**config.mk**
```make
export PLATFORM = sky130hd
export DESIGN_NAME = rgb_to_hsv_converter_top
export DESIGN_NICKNAME = d
export VERILOG_FILES = /design/src/sv/rhc_pkg.sv /design/src/sv/rgb_to_hsv_converter_top.sv /design/src/sv/rhc_front.sv /design/src/sv/rhc_queue.sv /design/src/sv/rhc_divider.sv
export SDC_FILE = /design/constraint.sdc
export NUM_CORES = 2
export LEC_CHECK = 0
export BUFFER_PORTS_ARGS = -buffer_cell sky130_fd_sc_hd__buf_2
export CELL_PAD_IN_SITES_DETAIL_PLACEMENT = 0
export CELL_PAD_IN_SITES_GLOBAL_PLACEMENT = 1
export CORE_ASPECT_RATIO = 1.5
export CORE_MARGIN = 5
export CORE_UTILIZATION = 30
export CTS_BUF_LIST = sky130_fd_sc_hd__clkbuf_4 sky130_fd_sc_hd__clkbuf_8
export DETAILED_ROUTE_END_ITERATION = 8
export GPL_TIMING_DRIVEN = 0
export PLACE_DENSITY = 0.64
export SYNTH_ARGS = -nofsm -noshare
export SYNTH_HDL_FRONTEND = slang
export SYNTH_SLANG_ARGS = --single-unit
```
**constraint.sdc**
```tcl
create_clock -name clock -period 27.5 [get_ports clock]
set_input_delay 2.75 -clock clock [delete_from_list [all_inputs] [get_ports clock]]
set_output_delay 2.75 -clock clock [all_outputs]
set_load 0.01 [all_outputs]
```
**src/sv/rhc_pkg.sv**
```systemverilog
// Shared constants for the RGB to HSV converter.
package rhc_pkg;

   localparam int unsigned CHANNEL_BITS_DEFAULT  = 8;
   localparam int unsigned FRACTION_BITS_DEFAULT = 16;

   // Entries in the queue between classification and division; a power of two.
   localparam int unsigned QUEUE_DEPTH = 2;

endpackage

```
**src/sv/rgb_to_hsv_converter_top.sv**
```systemverilog
// Top level of the RGB to HSV converter.
//
// One pixel word in on the req_ stream, one HSV word out on the rsp_ stream,
// in order, one result per pixel. A pixel is taken when req_tvalid and
// req_tready are both high; a result is handed over when rsp_tvalid and
// rsp_tready are both high.
// Throughput is one pixel per clock while the receiver keeps taking results.
// The hue and saturation quotients come out of a divider pipeline with one
// stage per fraction bit, fed from a two-word queue behind the classification
// logic.
// When the receiver stalls, the result at the output holds and the divider
// pipeline freezes; the queue still takes pixels until it is full, and then
// req_tready drops. req_tready does not depend on rsp_tready in the same
// cycle. Reset empties the queue and the pipeline; no results are pending
// after it, and the block is ready in the first cycle after reset.
module rgb_to_hsv_converter_top #(
   parameter int unsigned CHANNEL_BITS  = rhc_pkg::CHANNEL_BITS_DEFAULT,
   parameter int unsigned FRACTION_BITS = rhc_pkg::FRACTION_BITS_DEFAULT,
   localparam int unsigned REQ_BITS     = ((3*CHANNEL_BITS + 7) / 8) * 8,
   localparam int unsigned RSP_BITS     = ((2*FRACTION_BITS + CHANNEL_BITS + 7) / 8) * 8
) (
   input  logic                clock,
   input  logic                reset,
   input  logic                req_tvalid,
   output logic                req_tready,
   input  logic [REQ_BITS-1:0] req_tdata,  // red_in, green_in, blue_in, zero fill
   output logic                rsp_tvalid,
   input  logic                rsp_tready,
   output logic [RSP_BITS-1:0] rsp_tdata   // hue_out, saturation_out, value_out, zero fill
);

   localparam int unsigned ENTRY_BITS = 4*CHANNEL_BITS + 8;

   logic [ENTRY_BITS-1:0]    push_entry;
   logic [ENTRY_BITS-1:0]    head_entry;
   logic                     head_valid;
   logic                     pop;
   logic [FRACTION_BITS-1:0] hue;
   logic [FRACTION_BITS-1:0] saturation;
   logic [CHANNEL_BITS-1:0]  value;

   rhc_front #(
      .CHANNEL_BITS(CHANNEL_BITS)
   ) u_front (
      .red   (req_tdata[CHANNEL_BITS-1:0]),
      .green (req_tdata[2*CHANNEL_BITS-1:CHANNEL_BITS]),
      .blue  (req_tdata[3*CHANNEL_BITS-1:2*CHANNEL_BITS]),
      .entry (push_entry)
   );

   rhc_queue #(
      .ENTRY_BITS(ENTRY_BITS)
   ) u_queue (
      .clock      (clock),
      .reset      (reset),
      .push_valid (req_tvalid),
      .push_ready (req_tready),
      .push_entry (push_entry),
      .head_valid (head_valid),
      .pop        (pop),
      .head_entry (head_entry)
   );

   rhc_divider #(
      .CHANNEL_BITS  (CHANNEL_BITS),
      .FRACTION_BITS (FRACTION_BITS)
   ) u_divider (
      .clock      (clock),
      .reset      (reset),
      .head_valid (head_valid),
      .head_entry (head_entry),
      .pop        (pop),
      .out_valid  (rsp_tvalid),
      .out_ready  (rsp_tready),
      .hue        (hue),
      .saturation (saturation),
      .value      (value)
   );

   assign rsp_tdata = RSP_BITS'({value, saturation, hue});

endmodule

```
**src/sv/rhc_front.sv**
```systemverilog
// Front end: finds max, min and chroma of a pixel and sets up both divisions.
module rhc_front #(
   parameter int unsigned CHANNEL_BITS  = rhc_pkg::CHANNEL_BITS_DEFAULT,
   localparam int unsigned HUE_BITS     = CHANNEL_BITS + 3
) (
   input  logic [CHANNEL_BITS-1:0] red,
   input  logic [CHANNEL_BITS-1:0] green,
   input  logic [CHANNEL_BITS-1:0] blue,
   output logic [4*CHANNEL_BITS+8-1:0] entry
);

   typedef struct packed {
      logic [CHANNEL_BITS-1:0] value;
      logic [HUE_BITS-1:0]     hue_num;
      logic [HUE_BITS-1:0]     hue_div;
      logic [CHANNEL_BITS-1:0] sat_num;
      logic                    gray;
      logic                    sat_full;
   } entry_type;

   logic [CHANNEL_BITS-1:0] hi;
   logic [CHANNEL_BITS-1:0] lo;
   logic [CHANNEL_BITS-1:0] chroma;
   logic [HUE_BITS-1:0]     chroma_x;
   logic [HUE_BITS-1:0]     red_x;
   logic [HUE_BITS-1:0]     green_x;
   logic [HUE_BITS-1:0]     blue_x;
   logic [HUE_BITS-1:0]     six_chroma;
   logic [HUE_BITS-1:0]     num;
   entry_type               result;

   always_comb begin
      hi = red;
      if (green > hi) hi = green;
      if (blue > hi) hi = blue;
      lo = red;
      if (green < lo) lo = green;
      if (blue < lo) lo = blue;
   end

   assign chroma     = hi - lo;
   assign chroma_x   = HUE_BITS'(chroma);
   assign red_x      = HUE_BITS'(red);
   assign green_x    = HUE_BITS'(green);
   assign blue_x     = HUE_BITS'(blue);
   assign six_chroma = (chroma_x << 2) + (chroma_x << 1);

   // Red wins ties over green, green over blue. The red sector wraps a
   // negative offset into the last sixth of the turn.
   always_comb begin
      priority if (red == hi) begin
         if (green >= blue) num = green_x - blue_x;
         else num = six_chroma - (blue_x - green_x);
      end else if (green == hi) begin
         num = (chroma_x << 1) + blue_x - red_x;
      end else begin
         num = (chroma_x << 2) + red_x - green_x;
      end
   end

   always_comb begin
      result.value    = hi;
      result.hue_num  = num;
      result.hue_div  = six_chroma;
      result.gray     = (chroma == '0);
      // Chroma equals the maximum exactly when the minimum is zero.
      result.sat_full = (lo == '0) && (chroma != '0);
      result.sat_num  = result.sat_full ? '0 : chroma;
   end

   assign entry = result;

endmodule

```
**src/sv/rhc_queue.sv**
```systemverilog
// Short queue that decouples the front end from the divider pipeline.
module rhc_queue #(
   parameter int unsigned ENTRY_BITS = 40,
   localparam int unsigned DEPTH     = rhc_pkg::QUEUE_DEPTH,
   localparam int unsigned PTR_BITS  = (DEPTH > 1) ? $clog2(DEPTH) : 1
) (
   input  logic                  clock,
   input  logic                  reset,
   input  logic                  push_valid,
   output logic                  push_ready,
   input  logic [ENTRY_BITS-1:0] push_entry,
   output logic                  head_valid,
   input  logic                  pop,
   output logic [ENTRY_BITS-1:0] head_entry
);

   logic [ENTRY_BITS-1:0] slot_ff [DEPTH];
   logic [PTR_BITS-1:0]   wr_ptr_ff, wr_ptr_in;
   logic [PTR_BITS-1:0]   rd_ptr_ff, rd_ptr_in;
   logic [PTR_BITS:0]     count_ff, count_in;
   logic                  push;
   logic                  take;

   assign push_ready = (count_ff < (PTR_BITS+1)'(DEPTH));
   assign head_valid = (count_ff != '0);
   assign head_entry = slot_ff[rd_ptr_ff];
   assign push       = push_valid && push_ready;
   assign take       = pop && head_valid;

   always_comb begin
      wr_ptr_in = push ? PTR_BITS'(wr_ptr_ff + 1'b1) : wr_ptr_ff;
      rd_ptr_in = take ? PTR_BITS'(rd_ptr_ff + 1'b1) : rd_ptr_ff;
      count_in  = count_ff;
      if (push && !take) count_in = count_ff + 1'b1;
      else if (take && !push) count_in = count_ff - 1'b1;
   end

   always_ff @(posedge clock) begin
      if (reset) begin
         wr_ptr_ff <= '0;
         rd_ptr_ff <= '0;
         count_ff  <= '0;
      end else begin
         wr_ptr_ff <= wr_ptr_in;
         rd_ptr_ff <= rd_ptr_in;
         count_ff  <= count_in;
      end
   end

   always_ff @(posedge clock) begin
      if (push) slot_ff[wr_ptr_ff] <= push_entry;
   end

`ifndef NO_ASSERTIONS
   a_count_bound: assert property (@(posedge clock) disable iff (reset)
      count_ff <= (PTR_BITS+1)'(DEPTH))
      else $error("queue holds more words than its depth");

   a_take_nonempty: assert property (@(posedge clock) disable iff (reset)
      take |=> (count_ff == $past(count_ff) - 1'b1) || $past(push))
      else $error("queue count did not drop after a pop");
`endif

endmodule

```
**src/sv/rhc_divider.sv**
```systemverilog
// Back end: pipelined restoring dividers for hue and saturation, one bit per stage.
module rhc_divider #(
   parameter int unsigned CHANNEL_BITS  = rhc_pkg::CHANNEL_BITS_DEFAULT,
   parameter int unsigned FRACTION_BITS = rhc_pkg::FRACTION_BITS_DEFAULT,
   localparam int unsigned HUE_BITS     = CHANNEL_BITS + 3
) (
   input  logic                      clock,
   input  logic                      reset,
   input  logic                      head_valid,
   input  logic [4*CHANNEL_BITS+8-1:0] head_entry,
   output logic                      pop,
   output logic                      out_valid,
   input  logic                      out_ready,
   output logic [FRACTION_BITS-1:0]  hue,
   output logic [FRACTION_BITS-1:0]  saturation,
   output logic [CHANNEL_BITS-1:0]   value
);

   typedef struct packed {
      logic [CHANNEL_BITS-1:0] value;
      logic [HUE_BITS-1:0]     hue_num;
      logic [HUE_BITS-1:0]     hue_div;
      logic [CHANNEL_BITS-1:0] sat_num;
      logic                    gray;
      logic                    sat_full;
   } entry_type;

   typedef struct packed {
      logic [HUE_BITS-1:0]      hue_rem;
      logic [HUE_BITS-1:0]      hue_div;
      logic [FRACTION_BITS-1:0] hue_quo;
      logic [CHANNEL_BITS-1:0]  sat_rem;
      logic [CHANNEL_BITS-1:0]  sat_div;
      logic [FRACTION_BITS-1:0] sat_quo;
      logic [CHANNEL_BITS-1:0]  value;
      logic                     gray;
      logic                     sat_full;
   } stage_type;

   entry_type head;
   stage_type first;
   stage_type src_w    [FRACTION_BITS];
   logic      src_valid[FRACTION_BITS];
   stage_type stage_in [FRACTION_BITS];
   stage_type stage_ff [FRACTION_BITS];
   logic      valid_ff [FRACTION_BITS];
   logic      advance;
   stage_type last;

   assign head    = head_entry;
   assign last    = stage_ff[FRACTION_BITS-1];
   // The whole pipeline moves unless a finished word is waiting at the output.
   assign advance = !valid_ff[FRACTION_BITS-1] || out_ready;
   assign pop     = advance;

   always_comb begin
      first.hue_rem  = head.hue_num;
      first.hue_div  = head.hue_div;
      first.hue_quo  = '0;
      first.sat_rem  = head.sat_num;
      first.sat_div  = head.value;
      first.sat_quo  = '0;
      first.value    = head.value;
      first.gray     = head.gray;
      first.sat_full = head.sat_full;
   end

   assign src_w[0]     = first;
   assign src_valid[0] = head_valid;
   for (genvar k = 1; k < FRACTION_BITS; k++) begin : g_src
      assign src_w[k]     = stage_ff[k-1];
      assign src_valid[k] = valid_ff[k-1];
   end

   // Each stage shifts the remainder left and subtracts the divisor if it fits.
   always_comb begin
      logic [HUE_BITS:0]     hue_sh;
      logic [CHANNEL_BITS:0] sat_sh;
      logic                  hue_ge;
      logic                  sat_ge;
      for (int k = 0; k < FRACTION_BITS; k++) begin
         hue_sh = {src_w[k].hue_rem, 1'b0};
         sat_sh = {src_w[k].sat_rem, 1'b0};
         hue_ge = hue_sh >= {1'b0, src_w[k].hue_div};
         sat_ge = sat_sh >= {1'b0, src_w[k].sat_div};
         stage_in[k] = src_w[k];
         stage_in[k].hue_rem = hue_ge ? HUE_BITS'(hue_sh - {1'b0, src_w[k].hue_div})
                                      : hue_sh[HUE_BITS-1:0];
         stage_in[k].sat_rem = sat_ge ? CHANNEL_BITS'(sat_sh - {1'b0, src_w[k].sat_div})
                                      : sat_sh[CHANNEL_BITS-1:0];
         stage_in[k].hue_quo = {src_w[k].hue_quo[FRACTION_BITS-2:0], hue_ge};
         stage_in[k].sat_quo = {src_w[k].sat_quo[FRACTION_BITS-2:0], sat_ge};
      end
   end

   always_ff @(posedge clock) begin
      for (int k = 0; k < FRACTION_BITS; k++) begin
         if (reset) valid_ff[k] <= 1'b0;
         else if (advance) valid_ff[k] <= src_valid[k];
      end
   end

   always_ff @(posedge clock) begin
      if (advance) begin
         for (int k = 0; k < FRACTION_BITS; k++) stage_ff[k] <= stage_in[k];
      end
   end

   assign out_valid  = valid_ff[FRACTION_BITS-1];
   assign value      = last.value;
   assign hue        = last.gray ? '0 : last.hue_quo;
   assign saturation = last.gray ? '0 : (last.sat_full ? '1 : last.sat_quo);

`ifndef NO_ASSERTIONS
   a_hue_rem: assert property (@(posedge clock) disable iff (reset)
      out_valid && !last.gray |-> last.hue_rem < last.hue_div)
      else $error("hue remainder not below its divisor");

   a_sat_rem: assert property (@(posedge clock) disable iff (reset)
      out_valid && !last.gray && !last.sat_full |-> last.sat_rem < last.sat_div)
      else $error("saturation remainder not below its divisor");

   a_hold: assert property (@(posedge clock) disable iff (reset)
      out_valid && !out_ready |=> out_valid && $stable(last))
      else $error("stalled result changed in the divider");
`endif

endmodule

```
==> flow_summary.json <==
{
  "synthAdderAreaFrac_pct": 11.6,
  "endpoint": "u_queue.slot_ff[1][31]",
  "muxShareOfSynthArea_pct": 1.74,
  "grt_pass1_vias": 30800,
  "cts_buffers": 162,
  "cts_setup_buffers": 0,
  "postRouteAntennaNets": 0,
  "synthDistinctLibCells": 91,
  "grt_pass1_wl_microns": 150000,
  "startpoint_type": "input pin",
  "final-hold-violation-count": 0,
  "max_slew_margin_pct": 23.0,
  "worstHoldPathType": "flip-flop to flip-flop",
  "critPathLaunch": "req_tdata[1]",
  "die_x_microns": 337,
  "ctsHoldBuffers": 0,
  "top_level_ports": 70,
  "synthToLayoutAreaGrowth_pct": 13.6,
  "synth-async-reset-ratio_pct": 0,
  "gr-usage-all-layers_pct": 11.1,
  "setup_viol": 0,
  "grt_max_degree": 72,
  "drive_gt1_share_pct": 10.0,
  "ys_seq_area_share_pct": 59.1,
  "antenna_found_initial": 1,
  "cp_data_required_time_ns": 28.15,
  "clkTransAtPathRegs_ns": 0.06,
  "synth_compound_area_share_pct": 10.5,
  "synthSimpleGateAreaFrac_pct": 8.48,
  "worst_path_largest_cell_delay_ns": 0.59,
  "yosys.area_share.xor_xnor_pct": 3.86,
  "maxCapViolCount": 0,
  "nFillCells": 15800,
  "netlist_instances": 3905,
  "synth.top_cell.area_share_pct": 58.9,
  "vias": 28800,
  "synth_top_family_by_area": "adder cells",
  "synth_area_sq_um": 48200,
  "finalSetupTns_ns": 0,
  "syn_nets": 4352,
  "synth_ff_type": "edfxtp_1",
  "clock_path_buffers": 3,
  "hpwl_microns": 70800,
  "period_needed_ns": 12.38,
  "finalWirelength_microns": 93700,
  "r2r_slack_ns": 21.03,
  "reg2reg_depth": 21,
  "coreArea_sq_um": 160000,
  "drt_iter0_drc": 1064,
  "syn_area_per_cell_sq_um": 12.3,
  "path_common_cell": "ha_1",
  "rsz0062_at_grt": "no",
  "netlist_top_cells_area": "edfxtp_1, ha_1, inv_1, xnor2_1, o21ai_0",
  "gp_congestion": 0.855,
  "grt_overflow": 0,
  "timing.final.crit_share_pct": 45.0,
  "cts-resized-gates": 0,
  "final_nets": 4601,
  "synth_common_cells": "edfxtp_1, inv_1, ha_1",
  "synth_top_area_cell": "edfxtp_1",
  "root_buffer": "clkbuf_8",
  "clock_skew_ns": 0.0400,
  "detail_route.first_pass.iterations": 5,
  "yosysMostFrequentCell": "edfxtp_1",
  "clock_latency_ns": 0.83,
  "std_cell_rows": 180,
  "synth_edf_count": 946,
  "via_per_inst": 4.52,
  "cts_htree_levels": 4,
  "die_area_sq_um": 169000,
  "dieHeight_microns": 501,
  "worst_setup_path_end_kind": "flip-flop",
  "routedWlPerCell_microns": 14.7,
  "drc": 0,
  "start_util_pct": 30.1,
  "yosysWarnings": 0,
  "cp.arrival_ns": 13.03,
  "ys_seq_elements": 951,
  "portBuffers": 69,
  "holdPathStages": 0,
  "crit_slowest_cell": "or4_1",
  "cts_tree": "done",
  "max_freq_ghz": 0.0808,
  "r2r_end": "u_divider.stage_ff[0][76]",
  "status": "completed",
  "worst-path-max-fanout": 10,
  "worstMarginPinSlew_ns": 1.14,
  "numClockSinks": 951,
  "drv_slew": 0,
  "criticalPathCategory": "input pin to flip-flop"
}
[how the worst min path moves through the flow]
stage / startpoint / end / slack [ns]
5_1_grt: u_divider.stage_ff[0][560] / u_divider.stage_ff[1][0] / 0.41
3_5_place_dp: u_divider.stage_ff[0][90] / u_divider.stage_ff[0][171] / 0.40
2_1_floorplan: u_divider.stage_ff[0][42] / u_divider.stage_ff[0][123] / 0.40
3_3_place_gp: u_divider.stage_ff[1][523] / u_divider.stage_ff[1][604] / 0.40
6_report: u_divider.stage_ff[0][241] / u_divider.stage_ff[0][321] / 0.40
4_1_cts: u_divider.stage_ff[0][320] / u_divider.stage_ff[0][400] / 0.39
[final cells by class]
type / count / area (sq um) / share of cell area, %
Antenna cell: 1 / 2.50 / 0.00457
Buffer: 64 / 278 / 0.507
Clock buffer: 214 / 2670 / 4.88
Clock inverter: 76 / 469 / 0.857
Inverter: 529 / 1990 / 3.63
Multi-Input combinational cell: 2361 / 17500 / 31.9
Sequential cell: 951 / 28500 / 52.1
Tap cell: 2093 / 2620 / 4.78
Timing Repair Buffer: 85 / 763 / 1.39
[routing by layer]
layer	up-vias	routed length [microns]	GRT usage [%]
li1	14500	-	-
met1	13600	30600	9.38
met2	476	55300	23.5
met3	264	3020	2.17
met4	0	4750	5.75
met5	-	0	0
[sequential cells by signal (all words and copies together) (netlist names), named ones only]
name / cells
u_divider.valid_ff: 16
u_queue.rd_ptr_ff: 1
u_queue.wr_ptr_ff: 1
u_queue.slot_ff: 78
u_queue.count_ff: 2
u_divider.stage_ff: 852
[worst max-delay path: cells and delay by family]
kind	cells	cell delay (ns)
buffers and inverters	5	1.14
AO/OA/AOI/OAI	14	3.74
AND/OR/NAND/NOR	10	2.43
multiplexers	1	0.29
adder cells (fa/ha/maj)	6	1.99
XOR/XNOR	2	0.67
[placed cells by master, fill, tap and decap left out, drive strengths merged, types with 5 or more instances in the layout]
| cell type | instances |
|---|---|
| o211ai | 8 |
| nor3 | 33 |
| o31ai | 39 |
| mux2i | 34 |
| a221oi | 21 |
| a211o | 5 |
| a211oi | 12 |
| fa | 43 |
| nor2 | 264 |
| a2111oi | 5 |
| o21bai | 21 |
| and2 | 54 |
| o21ai | 258 |
| nand4 | 48 |
| dfxtp | 5 |
| clkinv | 63 |
| nand3 | 38 |
| mux2 | 44 |
| nor2b | 85 |
| o21a | 13 |
| clkbuf | 265 |
| a21oi | 254 |
| ha | 376 |
| buf | 98 |
| inv | 532 |
| clkinvlp | 6 |
| a21o | 121 |
| nand2b | 66 |
| edfxtp | 946 |
| nand2 | 203 |
| xor2 | 63 |
| a31oi | 8 |
| o31a | 5 |
| or4 | 27 |
| xnor2 | 146 |
| o211a | 15 |
[kinds of logic after synthesis]
family / count (synthesis)
simple gates: 836
fa+ha+maj: 422
compound gates: 815
flops: 951
mux: 78
buf+inv: 593
xor+xnor: 210
[metrics by stage]
step	worst slack (ns)	instance area, sq um	util [%]	cells	hold WS, ns
floorplan	10.30	48200	-	3905	0.400
detailed placement	14.18	51600	32.2	6083	0.405
global route	14.46	54800	34.2	6374	0.408
CTS	15.11	54700	34.2	6373	0.390
finish	15.12	54800	34.2	6374	0.402
global placement	4.58	51200	32.0	6067	0.403
Power is left out: the tool's default activity adds up to more than one toggle a clock period on the data nets, which glitch-free logic cannot reach.
